## src/rtl/bba_pkg.sv

```systemverilog
// Shared types and fixed constants of the buddy block allocator.
// No dependencies; bba_div, the allocator and its testbench import this package.
package bba_pkg;

	// Divider operand widths; the dividend width also holds size plus padding below 2^33
	localparam int DIV_DW = 33;
	localparam int DIV_VW = 17;

	typedef enum logic [0:0] {
		OP_ALLOC = 1'b0,
		OP_FREE  = 1'b1
	} op_t;

	typedef struct packed {
		op_t         opcode;
		logic [31:0] request_bytes;
		logic [16:0] align_bytes;
		logic [9:0]  free_offset_units;
		logic [3:0]  free_order;
	} req_t;

	typedef struct packed {
		logic        ok;
		logic [9:0]  block_offset_units;
		logic [3:0]  block_order;
		logic [17:0] aligned_byte_offset;
		logic [18:0] total_allocated_bytes;
	} rsp_t;

	typedef enum logic [4:0] {
		S_CLEAR,
		S_IDLE,
		S_PAD_GO,
		S_PAD_WAIT,
		S_SIZE,
		S_ORDER,
		S_SRCH_RD,
		S_SRCH_CHK,
		S_SPLIT_RD,
		S_SPLIT_WR,
		S_MUL,
		S_ALN_GO,
		S_ALN_WAIT,
		S_FREE_CHK,
		S_FREE_RD,
		S_FREE_WR,
		S_DONE
	} state_t;

	typedef struct packed {
		logic              start;
		logic [DIV_DW-1:0] dividend;
		logic [DIV_VW-1:0] divisor;
	} div_req_t;

	typedef struct packed {
		logic              done;
		logic [DIV_VW-1:0] rem;
	} div_rsp_t;

endpackage

```

## src/rtl/bba_ram.sv

```systemverilog
// Generic simple dual-port RAM: one write port, one read port, registered read.
// No dependencies.
module bba_ram #(
	parameter int WIDTH = 32,
	parameter int DEPTH = 64
) (
	input  logic             clk,
	input  logic             wr_en,
	input  logic [((DEPTH > 1) ? $clog2(DEPTH) : 1)-1:0] wr_addr,
	input  logic [WIDTH-1:0] wr_data,
	input  logic             rd_en,
	input  logic [((DEPTH > 1) ? $clog2(DEPTH) : 1)-1:0] rd_addr,
	output logic [WIDTH-1:0] rd_data
);

	logic [WIDTH-1:0] mem [DEPTH];
	logic [WIDTH-1:0] rd_data_q;

	// Write and registered read
	always_ff @(posedge clk) begin
		if (wr_en) begin
			mem[wr_addr] <= wr_data;
		end
		if (rd_en) begin
			rd_data_q <= mem[rd_addr];
		end
	end

	assign rd_data = rd_data_q;

endmodule

```

## src/rtl/bba_div.sv

```systemverilog
// Restoring divider, one quotient bit per cycle, shared by all divisions.
// Depends on bba_pkg for operand widths and command/result structs.
module bba_div import bba_pkg::*; (
	input  logic     clk,
	input  logic     arst_n,
	input  div_req_t cmd,
	output div_rsp_t res
);

	localparam int CW = $clog2(DIV_DW + 1);

	logic [DIV_DW-1:0] quot_q;
	logic [DIV_VW-1:0] rem_q;
	logic [DIV_VW-1:0] dvs_q;
	logic [CW-1:0]     cnt_q;
	logic              busy_q;
	logic              done_q;
	logic [DIV_VW:0]   trial;
	logic [DIV_VW:0]   diff;
	logic              fits;

	// Trial subtract of the shifted partial remainder
	always_comb begin
		trial = {rem_q, quot_q[DIV_DW-1]};
		diff  = trial - {1'b0, dvs_q};
		fits  = trial >= {1'b0, dvs_q};
	end

	// Sequence control
	always_ff @(posedge clk or negedge arst_n) begin
		if (!arst_n) begin
			busy_q <= 1'b0;
			done_q <= 1'b0;
			cnt_q  <= '0;
		end else begin
			done_q <= 1'b0;
			if (cmd.start) begin
				busy_q <= 1'b1;
				cnt_q  <= CW'(DIV_DW);
			end else if (busy_q) begin
				cnt_q <= cnt_q - CW'(1);
				if (cnt_q == CW'(1)) begin
					busy_q <= 1'b0;
					done_q <= 1'b1;
				end
			end
		end
	end

	// Shift quotient bits in and keep the partial remainder
	always_ff @(posedge clk) begin
		if (cmd.start) begin
			quot_q <= cmd.dividend;
			rem_q  <= '0;
			dvs_q  <= cmd.divisor;
		end else if (busy_q) begin
			quot_q <= {quot_q[DIV_DW-2:0], fits};
			rem_q  <= fits ? diff[DIV_VW-1:0] : trial[DIV_VW-1:0];
		end
	end

	assign res.done = done_q;
	assign res.rem  = rem_q;

	a_no_restart : assert property (@(posedge clk) disable iff (!arst_n)
		cmd.start |-> !busy_q)
		else $error("divider restarted while busy");

	a_done_pulse : assert property (@(posedge clk) disable iff (!arst_n)
		res.done |=> !res.done)
		else $error("divider done held longer than one cycle");

	a_done_after_busy : assert property (@(posedge clk) disable iff (!arst_n)
		res.done |-> $past(busy_q) && !busy_q)
		else $error("divider done without a finished run");

endmodule

```

## src/rtl/buddy_block_allocator.sv

```systemverilog
// Buddy allocator over one pool of MIN_BLOCK_BYTES << MAX_ORDER bytes. One request
// is worked at a time; req_stall is high from acceptance until the result is staged
// in the output register, which can hold one finished beat while the next request is
// taken. After reset a clearing pass over the 2^(MAX_ORDER+1)/32 rows of the free map
// (64 at defaults, one row per cycle) runs first. The block's pace is set by one shared
// bit-serial divider, a compare loop for the order and the walk of the free-bit RAM:
// an allocate runs a division for the padding test and one for the alignment round-up
// when align_bytes is nonzero, forms the padded size, grows the order (size against
// MIN_BLOCK_BYTES << order), reads and checks each RAM row scanned and reads and
// writes each split level; a free checks the request, then reads and writes per level.
module buddy_block_allocator import bba_pkg::*; #(
	parameter int MIN_BLOCK_BYTES = 256,
	parameter int MAX_ORDER       = 10
) (
	input  logic clk,
	input  logic arst_n,
	input  logic req_valid,
	output logic req_stall,
	input  req_t req_item,
	output logic rsp_valid,
	input  logic rsp_stall,
	output rsp_t rsp_item
);

	localparam int NW   = MAX_ORDER + 1;
	localparam int UW   = MAX_ORDER;
	localparam int OW   = $clog2(MAX_ORDER + 2);
	localparam int RBW  = (NW >= 5) ? 32 : (1 << NW);
	localparam int LB   = $clog2(RBW);
	localparam int ROWS = (1 << NW) / RBW;
	localparam int RAW  = (ROWS > 1) ? $clog2(ROWS) : 1;
	localparam logic [63:0] POOL_BYTES = 64'(MIN_BLOCK_BYTES) << MAX_ORDER;
	// Unchecked double frees can push the total past the pool; every map node counts once
	localparam int TW   = $clog2(64'(MAX_ORDER + 1) * POOL_BYTES + 64'd1);
	localparam int MW   = UW + DIV_VW;

	function automatic logic [RAW-1:0] row_of(input logic [NW-1:0] node);
		return RAW'(node >> LB);
	endfunction

	function automatic logic [LB-1:0] bit_of(input logic [NW-1:0] node);
		return node[LB-1:0];
	endfunction

	state_t            state_q, state_d;
	logic [RAW-1:0]    clr_q;
	logic [TW-1:0]     total_q;
	logic              rsp_valid_q;
	rsp_t              rsp_q;
	rsp_t              res_q;
	req_t              req_q;
	logic              pad_q;
	logic [DIV_DW-1:0] size_q;
	logic [OW-1:0]     order_q;
	logic [OW-1:0]     j_q;
	logic [RAW-1:0]    row_q;
	logic [NW-1:0]     node_q;
	logic [UW-1:0]     off_q;
	logic [DIV_DW-1:0] byte_q;

	logic              wr_en, rd_en;
	logic [RAW-1:0]    wr_addr, rd_addr;
	logic [RBW-1:0]    wr_data, rd_data;
	div_req_t          div_cmd;
	div_rsp_t          div_res;

	logic [NW-1:0]     n_cur;
	logic [NW:0]       nx;
	logic [RBW-1:0]    mask, sel;
	logic [LB-1:0]     lsb;
	logic              hit;
	logic [RAW-1:0]    row_last, row_next_j, row_first_ord;
	logic [NW-1:0]     found_node, split_tgt, buddy;
	logic              bud_free, merge;
	logic [3:0]        free_k;
	logic              free_ok;
	logic [NW-1:0]     free_node;
	logic              grow, fail_pre;
	logic [TW-1:0]     blk_bytes, free_bytes;
	logic [DIV_DW-1:0] byte_full;
	rsp_t              alloc_res, free_res, rsp_d;

	bba_ram #(.WIDTH(RBW), .DEPTH(ROWS)) u_map (
		.clk     (clk),
		.wr_en   (wr_en),
		.wr_addr (wr_addr),
		.wr_data (wr_data),
		.rd_en   (rd_en),
		.rd_addr (rd_addr),
		.rd_data (rd_data)
	);

	bba_div u_div (
		.clk    (clk),
		.arst_n (arst_n),
		.cmd    (div_cmd),
		.res    (div_res)
	);

	// Derived search, split and merge values
	always_comb begin
		n_cur = NW'(1) << (OW'(MAX_ORDER) - j_q);
		nx    = {1'b0, n_cur};
		for (int b = 0; b < RBW; b++) begin
			mask[b] = (nx >= (NW+1)'(RBW)) ||
				(((NW+1)'(b) >= nx) && ((NW+1)'(b) < (nx << 1)));
		end
		sel = rd_data & mask;
		hit = |sel;
		lsb = '0;
		for (int b = RBW - 1; b >= 0; b--) begin
			if (sel[b]) begin
				lsb = LB'(b);
			end
		end
		row_last      = row_of((n_cur << 1) - NW'(1));
		row_next_j    = row_of(n_cur >> 1);
		row_first_ord = row_of(NW'(1) << (OW'(MAX_ORDER) - order_q));
		found_node    = NW'({row_q, lsb});
		split_tgt     = {node_q[NW-2:0], 1'b1};
		buddy         = node_q ^ NW'(1);
		bud_free      = rd_data[bit_of(buddy)];
		merge         = (order_q < OW'(MAX_ORDER)) && bud_free;
		free_k        = req_q.free_order;
		free_ok       = (32'(free_k) <= MAX_ORDER) &&
			({7'b0, req_q.free_offset_units} < (17'(1) << MAX_ORDER)) &&
			((req_q.free_offset_units & 10'((16'(1) << free_k) - 16'(1))) == 10'd0);
		free_node     = (NW'(1) << (OW'(MAX_ORDER) - OW'(free_k))) +
			NW'(req_q.free_offset_units >> free_k);
		// Grow while a block of this order is still smaller than the padded size
		grow          = (order_q <= OW'(MAX_ORDER)) &&
			((DIV_DW'(MIN_BLOCK_BYTES) << order_q) < size_q);
		fail_pre      = (total_q == TW'(POOL_BYTES)) || (order_q > OW'(MAX_ORDER));
		blk_bytes     = TW'(MIN_BLOCK_BYTES) << order_q;
		free_bytes    = TW'(MIN_BLOCK_BYTES) << free_k;
		byte_full     = DIV_DW'(MW'(off_q) * MW'(MIN_BLOCK_BYTES));

		alloc_res                     = '0;
		alloc_res.ok                  = 1'b1;
		alloc_res.block_offset_units  = 10'(off_q);
		alloc_res.block_order         = 4'(order_q);
		alloc_res.aligned_byte_offset = 18'(byte_full);

		free_res    = '0;
		free_res.ok = free_ok;

		rsp_d                       = res_q;
		rsp_d.total_allocated_bytes = 19'(total_q);
	end

	// Next state
	always_comb begin
		state_d = state_q;
		unique case (state_q)
			S_CLEAR: begin
				if (clr_q == RAW'(ROWS - 1)) state_d = S_IDLE;
			end
			S_IDLE: begin
				if (req_valid) begin
					if (req_item.opcode == OP_FREE) state_d = S_FREE_CHK;
					else if (req_item.align_bytes != '0) state_d = S_PAD_GO;
					else state_d = S_SIZE;
				end
			end
			S_PAD_GO:    state_d = S_PAD_WAIT;
			S_PAD_WAIT:  if (div_res.done) state_d = S_SIZE;
			S_SIZE:      state_d = S_ORDER;
			S_ORDER: begin
				if (!grow) state_d = fail_pre ? S_DONE : S_SRCH_RD;
			end
			S_SRCH_RD:   state_d = S_SRCH_CHK;
			S_SRCH_CHK: begin
				if (hit) state_d = (j_q > order_q) ? S_SPLIT_RD : S_MUL;
				else if (row_q != row_last || j_q != OW'(MAX_ORDER)) state_d = S_SRCH_RD;
				else state_d = S_DONE;
			end
			S_SPLIT_RD:  state_d = S_SPLIT_WR;
			S_SPLIT_WR:  state_d = (j_q > order_q) ? S_SPLIT_RD : S_MUL;
			S_MUL:       state_d = (req_q.align_bytes != '0) ? S_ALN_GO : S_DONE;
			S_ALN_GO:    state_d = S_ALN_WAIT;
			S_ALN_WAIT:  if (div_res.done) state_d = S_DONE;
			S_FREE_CHK:  state_d = free_ok ? S_FREE_RD : S_DONE;
			S_FREE_RD:   state_d = S_FREE_WR;
			S_FREE_WR:   state_d = merge ? S_FREE_RD : S_DONE;
			S_DONE: begin
				if (!rsp_valid_q || !rsp_stall) state_d = S_IDLE;
			end
			default:     state_d = S_IDLE;
		endcase
	end

	// RAM and divider controls
	always_comb begin
		wr_en   = 1'b0;
		wr_addr = row_q;
		wr_data = rd_data;
		rd_en   = 1'b0;
		rd_addr = row_q;
		div_cmd = '0;
		unique case (state_q)
			S_CLEAR: begin
				wr_en   = 1'b1;
				wr_addr = clr_q;
				wr_data = (clr_q == '0) ? RBW'(2) : '0;
			end
			S_PAD_GO: begin
				div_cmd.start    = 1'b1;
				div_cmd.dividend = DIV_DW'(MIN_BLOCK_BYTES);
				div_cmd.divisor  = req_q.align_bytes;
			end
			S_ALN_GO: begin
				div_cmd.start    = 1'b1;
				div_cmd.dividend = byte_q;
				div_cmd.divisor  = req_q.align_bytes;
			end
			S_SRCH_RD: rd_en = 1'b1;
			S_SRCH_CHK: begin
				wr_en   = hit;
				wr_data = rd_data & ~(RBW'(1) << lsb);
			end
			S_SPLIT_RD: begin
				rd_en   = 1'b1;
				rd_addr = row_of(split_tgt);
			end
			S_SPLIT_WR: begin
				wr_en   = 1'b1;
				wr_addr = row_of(node_q);
				wr_data = rd_data | (RBW'(1) << bit_of(node_q | NW'(1)));
			end
			S_FREE_RD: begin
				rd_en   = 1'b1;
				rd_addr = row_of(node_q);
			end
			S_FREE_WR: begin
				wr_en   = 1'b1;
				wr_addr = row_of(node_q);
				wr_data = merge ? (rd_data & ~(RBW'(1) << bit_of(buddy))) :
					(rd_data | (RBW'(1) << bit_of(node_q)));
			end
			default: begin
				wr_en = 1'b0;
			end
		endcase
	end

	// Control registers
	always_ff @(posedge clk or negedge arst_n) begin
		if (!arst_n) begin
			state_q     <= S_CLEAR;
			clr_q       <= '0;
			total_q     <= '0;
			rsp_valid_q <= 1'b0;
		end else begin
			state_q <= state_d;
			if (state_q == S_CLEAR) clr_q <= clr_q + RAW'(1);
			if (state_q == S_MUL) total_q <= total_q + blk_bytes;
			if (state_q == S_FREE_CHK && free_ok) begin
				total_q <= (total_q > free_bytes) ? total_q - free_bytes : '0;
			end
			// Stage a finished beat or drop the one taken downstream
			if (state_q == S_DONE && (!rsp_valid_q || !rsp_stall)) rsp_valid_q <= 1'b1;
			else if (!rsp_stall) rsp_valid_q <= 1'b0;
		end
	end

	// Datapath registers
	always_ff @(posedge clk) begin
		unique case (state_q)
			S_IDLE: begin
				if (req_valid) begin
					req_q <= req_item;
					pad_q <= 1'b0;
				end
			end
			S_PAD_WAIT: begin
				if (div_res.done) pad_q <= div_res.rem != '0;
			end
			S_SIZE: begin
				size_q  <= DIV_DW'(req_q.request_bytes) +
					(pad_q ? DIV_DW'(req_q.align_bytes) : '0);
				order_q <= '0;
			end
			S_ORDER: begin
				if (grow) order_q <= order_q + OW'(1);
				else begin
					j_q   <= order_q;
					row_q <= row_first_ord;
					res_q <= '0;
				end
			end
			S_SRCH_CHK: begin
				if (hit) begin
					node_q <= found_node;
					off_q  <= UW'(NW'(found_node - n_cur) << j_q);
				end else if (row_q != row_last) begin
					row_q <= row_q + RAW'(1);
				end else if (j_q != OW'(MAX_ORDER)) begin
					j_q   <= j_q + OW'(1);
					row_q <= row_next_j;
				end
			end
			S_SPLIT_RD: begin
				node_q <= {node_q[NW-2:0], 1'b0};
				j_q    <= j_q - OW'(1);
			end
			S_MUL: begin
				byte_q <= byte_full;
				res_q  <= alloc_res;
			end
			S_ALN_WAIT: begin
				if (div_res.done && div_res.rem != '0) begin
					res_q.aligned_byte_offset <= 18'(byte_q +
						DIV_DW'(req_q.align_bytes) - DIV_DW'(div_res.rem));
				end
			end
			S_FREE_CHK: begin
				res_q   <= free_res;
				node_q  <= free_node;
				order_q <= OW'(free_k);
			end
			S_FREE_WR: begin
				if (merge) begin
					node_q  <= node_q >> 1;
					order_q <= order_q + OW'(1);
				end
			end
			S_DONE: begin
				if (!rsp_valid_q || !rsp_stall) begin
					rsp_q <= rsp_d;
				end
			end
			default: begin
				res_q <= res_q;
			end
		endcase
	end

	assign req_stall = (state_q != S_IDLE);
	assign rsp_valid = rsp_valid_q;
	assign rsp_item  = rsp_q;

	a_fail_zero : assert property (@(posedge clk) disable iff (!arst_n)
		rsp_valid && !rsp_item.ok |-> rsp_item.block_offset_units == '0 &&
			rsp_item.block_order == '0 && rsp_item.aligned_byte_offset == '0)
		else $error("failed beat carries a nonzero block");

	a_ram_collide : assert property (@(posedge clk) disable iff (!arst_n)
		!(wr_en && rd_en))
		else $error("free map read and written in one cycle");

	a_done_stages : assert property (@(posedge clk) disable iff (!arst_n)
		state_q == S_DONE && state_d == S_IDLE |=> rsp_valid_q)
		else $error("finished item left no result beat");

endmodule

```

## config.mk

```make
export PLATFORM = sky130hd
export DESIGN_NAME = buddy_block_allocator
export DESIGN_NICKNAME = d
export VERILOG_FILES = /design/src/rtl/bba_pkg.sv /design/src/rtl/bba_ram.sv /design/src/rtl/bba_div.sv /design/src/rtl/buddy_block_allocator.sv
export SDC_FILE = /design/constraint.sdc
export NUM_CORES = 2
export LEC_CHECK = 0
export BUFFER_PORTS_ARGS = -buffer_cell sky130_fd_sc_hd__buf_2
export CORE_ASPECT_RATIO = 1.75
export CORE_MARGIN = 2
export CORE_UTILIZATION = 65
export DETAILED_ROUTE_END_ITERATION = 10
export MAX_ROUTING_LAYER = met4
export PLACE_DENSITY_LB_ADDON = 0.12
export SETUP_SLACK_MARGIN = 0.2
export SYNTH_ARGS = -nofsm -noshare
export SYNTH_HDL_FRONTEND = slang
export SYNTH_SLANG_ARGS = --single-unit
```

## constraint.sdc

```tcl
create_clock -name clk -period 12.3 [get_ports clk]
set_input_delay 1.845 -clock clk [delete_from_list [all_inputs] [get_ports clk]]
set_output_delay 1.845 -clock clk [all_outputs]
set_load 0.02 [all_outputs]
```

==> impl_results.md <==
- Max H-tree Level: 4
- Number of synthesized flops with an enable pin: between 2000 and 2500
- DR vias: 71600
- # Post-CTS Setup Buffers: 0
- Ys flop type: edfxtp_1
- First-pass GRT wire length: about 440000 µm
- Relative slew margins: -1.34%
- Die W: between 300 and 400 µm
- Boundary pin count: 122
- DRC Markers: 0
- Vias in the first global route: 70400
- Worst Setup Path Type: register to register
- Flop pwr share: ~45%
- Syn-to-layout area delta: 9.18%
- Die Area: approximately 160000 µm²
- Required time of the worst setup path: 13010 ps
- HPWL after DPL: roughly 180000 µm
- Final setup fails: 0
- Clock power frac: between 20% and 30%
- Worst Setup End Kind: register
- Die height: between 500 and 600 µm
- Drt initial violations: between 9000 and 10000
- Critical path startpoint: state_q[1]
- 1st-pass router iterations: 7
- Largest net degree at the start of global routing: between 150 and 200
- DP Cell Count: between 10000 and 15000
- Fin. Hold Viols: 0
- Count leader, synth: edfxtp_1
- Comb power frac: a little under a third
- Synth area leaders: edfxtp_1, nand2_1, nand3_1, a311oi_1, ha_1
- Peak VDD IR: ~0.19 mV
- Net Sw Power: just under 9000 µW
- Share of cells above drive strength 1: under 10%
- Leakage Power: ~0.040 µW
- Status: finished with violations
- Post-synthesis cell count: 8555
- TritonCTS clock tree: yes
- Share of the synthesized area in the top cell type: 68.0%
- Switch share: roughly a third
- Fin nets: between 8000 and 9000
- Hold buffer count at CTS: 0
- Final Instance Count excl. Fillers: ~11000
- Clock root buffer: clkbuf_16
- Critical path's largest stage delay: between 1000 and 1500 ps
- Final Max Slew Viols: 3
- Pwr Total: approximately 25000 µW
- Min Tclk post-route: between 6000 and 7000 ps
- Initial antenna violation count: 10
- GRT Util Overall: roughly 38%
- Clock-pin slew on the worst setup and hold paths: 70 ps
- Hold_ws: ~420 ps
- Avg Inst Size Synth: roughly 12 µm²
- Pint: ~16000 µW
- Ys async rst share: under 10%
- Flops & latches, synth: between 2000 and 2500
- Setup Skew: between 60 and 70 ps
- Post-synthesis sequential area ratio: 69.3%
- Ratio of final minimum period to clock period: 52.1%
- Min-delay src: res_q[48]
- Yosys top cell by area: edfxtp_1
- Final setup TNS: 0 ps
- RR Startpoint: state_q[1]
- TritonCTS Sinks: about 2400
- # resized after CTS: 0
- GP Congestion: 0.966
- RSZ-0062 raised after global routing: no
- Port buffer count: 117
- Vias/cell: approximately 6.7
- Core area: between 150000 and 200000 µm²
- Antenna Nets Post-Route: 0
- Failing checks: capacitance limit, slew limit
- Worst-margin pin slew: 1510 ps
- Fmax: 156 MHz
- Clock latency on the worst-skew pair: a little under 900 ps
- HP Class: register to register
- Startpoint Class: register
- Max FO, Critical Path: 140
- Worst path cell trace: nor2_1, o211ai_2, a221o_4, buf_12, buf_4, buf_4, nand2_1, and3_1, a311oi_1, a311oi_1, a31oi_1, a221o_1
- Total gr overflow: 0
- Synth cell count leaders: edfxtp_1, nand2_1, nand3_1
- # rows: between 150 and 200
- Critical path data arrival time: slightly above 7000 ps
- Syn Std Cell Area: ~100000 µm²
- Synth cell types: between 80 and 90
- Drt wl/cell: 28.0 µm
- DRT Wirelength: between 300000 and 400000 µm
- Max Buffers Root-to-Sink: 4
- Max cap viols: 1
- Yosys Warn Count: 0
- Number of fillers in the final layout: around 11000
- Slowest cell on the critical path: a31oi_1
- Num CTS Buffers: 210
- Initial Util: roughly two thirds
- PD cells: 222 nW/µm²
[per-stage QoR]
| step | worst slack, ps | area (µm²) | utilization (%) |
|---|---|---|---|
| 3_5_place_dp | 6080 | 107000 | 67.2 |
| 2_1_floorplan | 7620 | 104000 | - |
| 3_3_place_gp | 6150 | 107000 | 67.2 |
| 4_1_cts | 6070 | 113000 | 71.2 |
| 6_report | 5890 | 113000 | 71.2 |
| 5_1_grt | 5770 | 113000 | 71.2 |
[logic make-up (layout without fill, tap and decap cells)]
group | count (synthesis) | count (layout) | synth area share (%)
compound gates | 1042 | 1042 | 7.33
xor+xnor | 110 | 110 | 0.928
simple gates | 4099 | 4099 | 17.2
fa+ha+maj | 156 | 156 | 1.99
flops | 2408 | 2408 | 69.3
buf+inv | 694 | 812 | 2.65
mux | 45 | 45 | 0.608
other cells | 1 | 12 | 0.00361
[power by group through the flow]
stage	sequential (µW)	combinational (µW)	clock [µW]
after CTS	11300	7420	6340
after detailed placement	11400	7390	0
after floorplan	11200	4610	0
after global routing	11300	8050	6630
after global placement	11400	7210	0
final	11300	7580	6310
[sequential cells by signal, summed over array words and instances, names as in the netlist, 4 cells and up]
signal	cells
state_q	5
clr_q	6
size_q	33
row_q	6
off_q	10
total_q	18
order_q	4
node_q	11
u_div.dvs_q	17
u_div.cnt_q	6
rsp_item	48
u_map.rd_data	32
req_q	59
u_div.quot_q	33
byte_q	10
u_map.mem	2048
j_q	4
free_k	4
u_div.rem_q	17
res_q	33
[layer usage]
metal | vias up | track usage [%] | routed length (µm)
met2 | 4251 | 61.2 | 149000
met1 | 35000 | 42.4 | 98100
met3 | 1025 | 5.58 | 27000
met5 | - | - | 0
li1 | 31300 | - | -
met4 | 0 | 28.2 | 26800
[worst max-delay path: cells and delay by family (launching register included)]
| kind | cells | cell delay [ps] |
|---|---|---|
| buf+inv | 3 | 1680 |
| simple gates | 3 | 430 |
| flops | 1 | 860 |
| compound gates | 6 | 3080 |
[cell type report]
type	count	area, µm²	share of cell area, %
Sequential cell	2408	71900	63.4
Multi-Input combinational cell	5456	29900	26.4
Clock buffer	274	5600	4.94
Tap cell	2058	2570	2.27
Timing Repair Buffer	289	2050	1.81
Clock inverter	97	752	0.663
Inverter	152	571	0.503
Antenna cell	8	20.0	0.0177
[cell usage in the layout (no fill, tap or decap), drive strengths merged, types with 78 or more instances in the layout]
| cell | synthesis | routed |
|---|---|---|
| edfxtp | 2353 | 2353 |
| nand2 | 2229 | 2229 |
| nand3 | 1097 | 1097 |
| nor2 | 312 | 312 |
| buf | 137 | 289 |
| clkbuf | 405 | 274 |
| a311oi | 259 | 259 |
| o21ai | 187 | 187 |
| inv | 151 | 155 |
| and3 | 152 | 152 |
| ha | 141 | 141 |
| a21oi | 133 | 133 |
| a31oi | 94 | 94 |
| and2 | 85 | 85 |
| clkinv | 1 | 78 |
[final timing paths]
| path | endpoint | slack, ps | depth (start not counted) |
|---|---|---|---|
| max | u_map.rd_data[12] | 5890 | 12 |
| min | rsp_item[48] | 420 | 0 |
| max reg2reg | u_map.rd_data[12] | 5890 | 12 |
| min reg2reg | rsp_item[48] | 420 | 0 |
| max in group asynchronous | u_div.cnt_q[1] | 10720 | 2 |
| min in group asynchronous | total_q[12] | 1080 | 2 |
No activity file was read; power rests on OpenSTA's default activity.
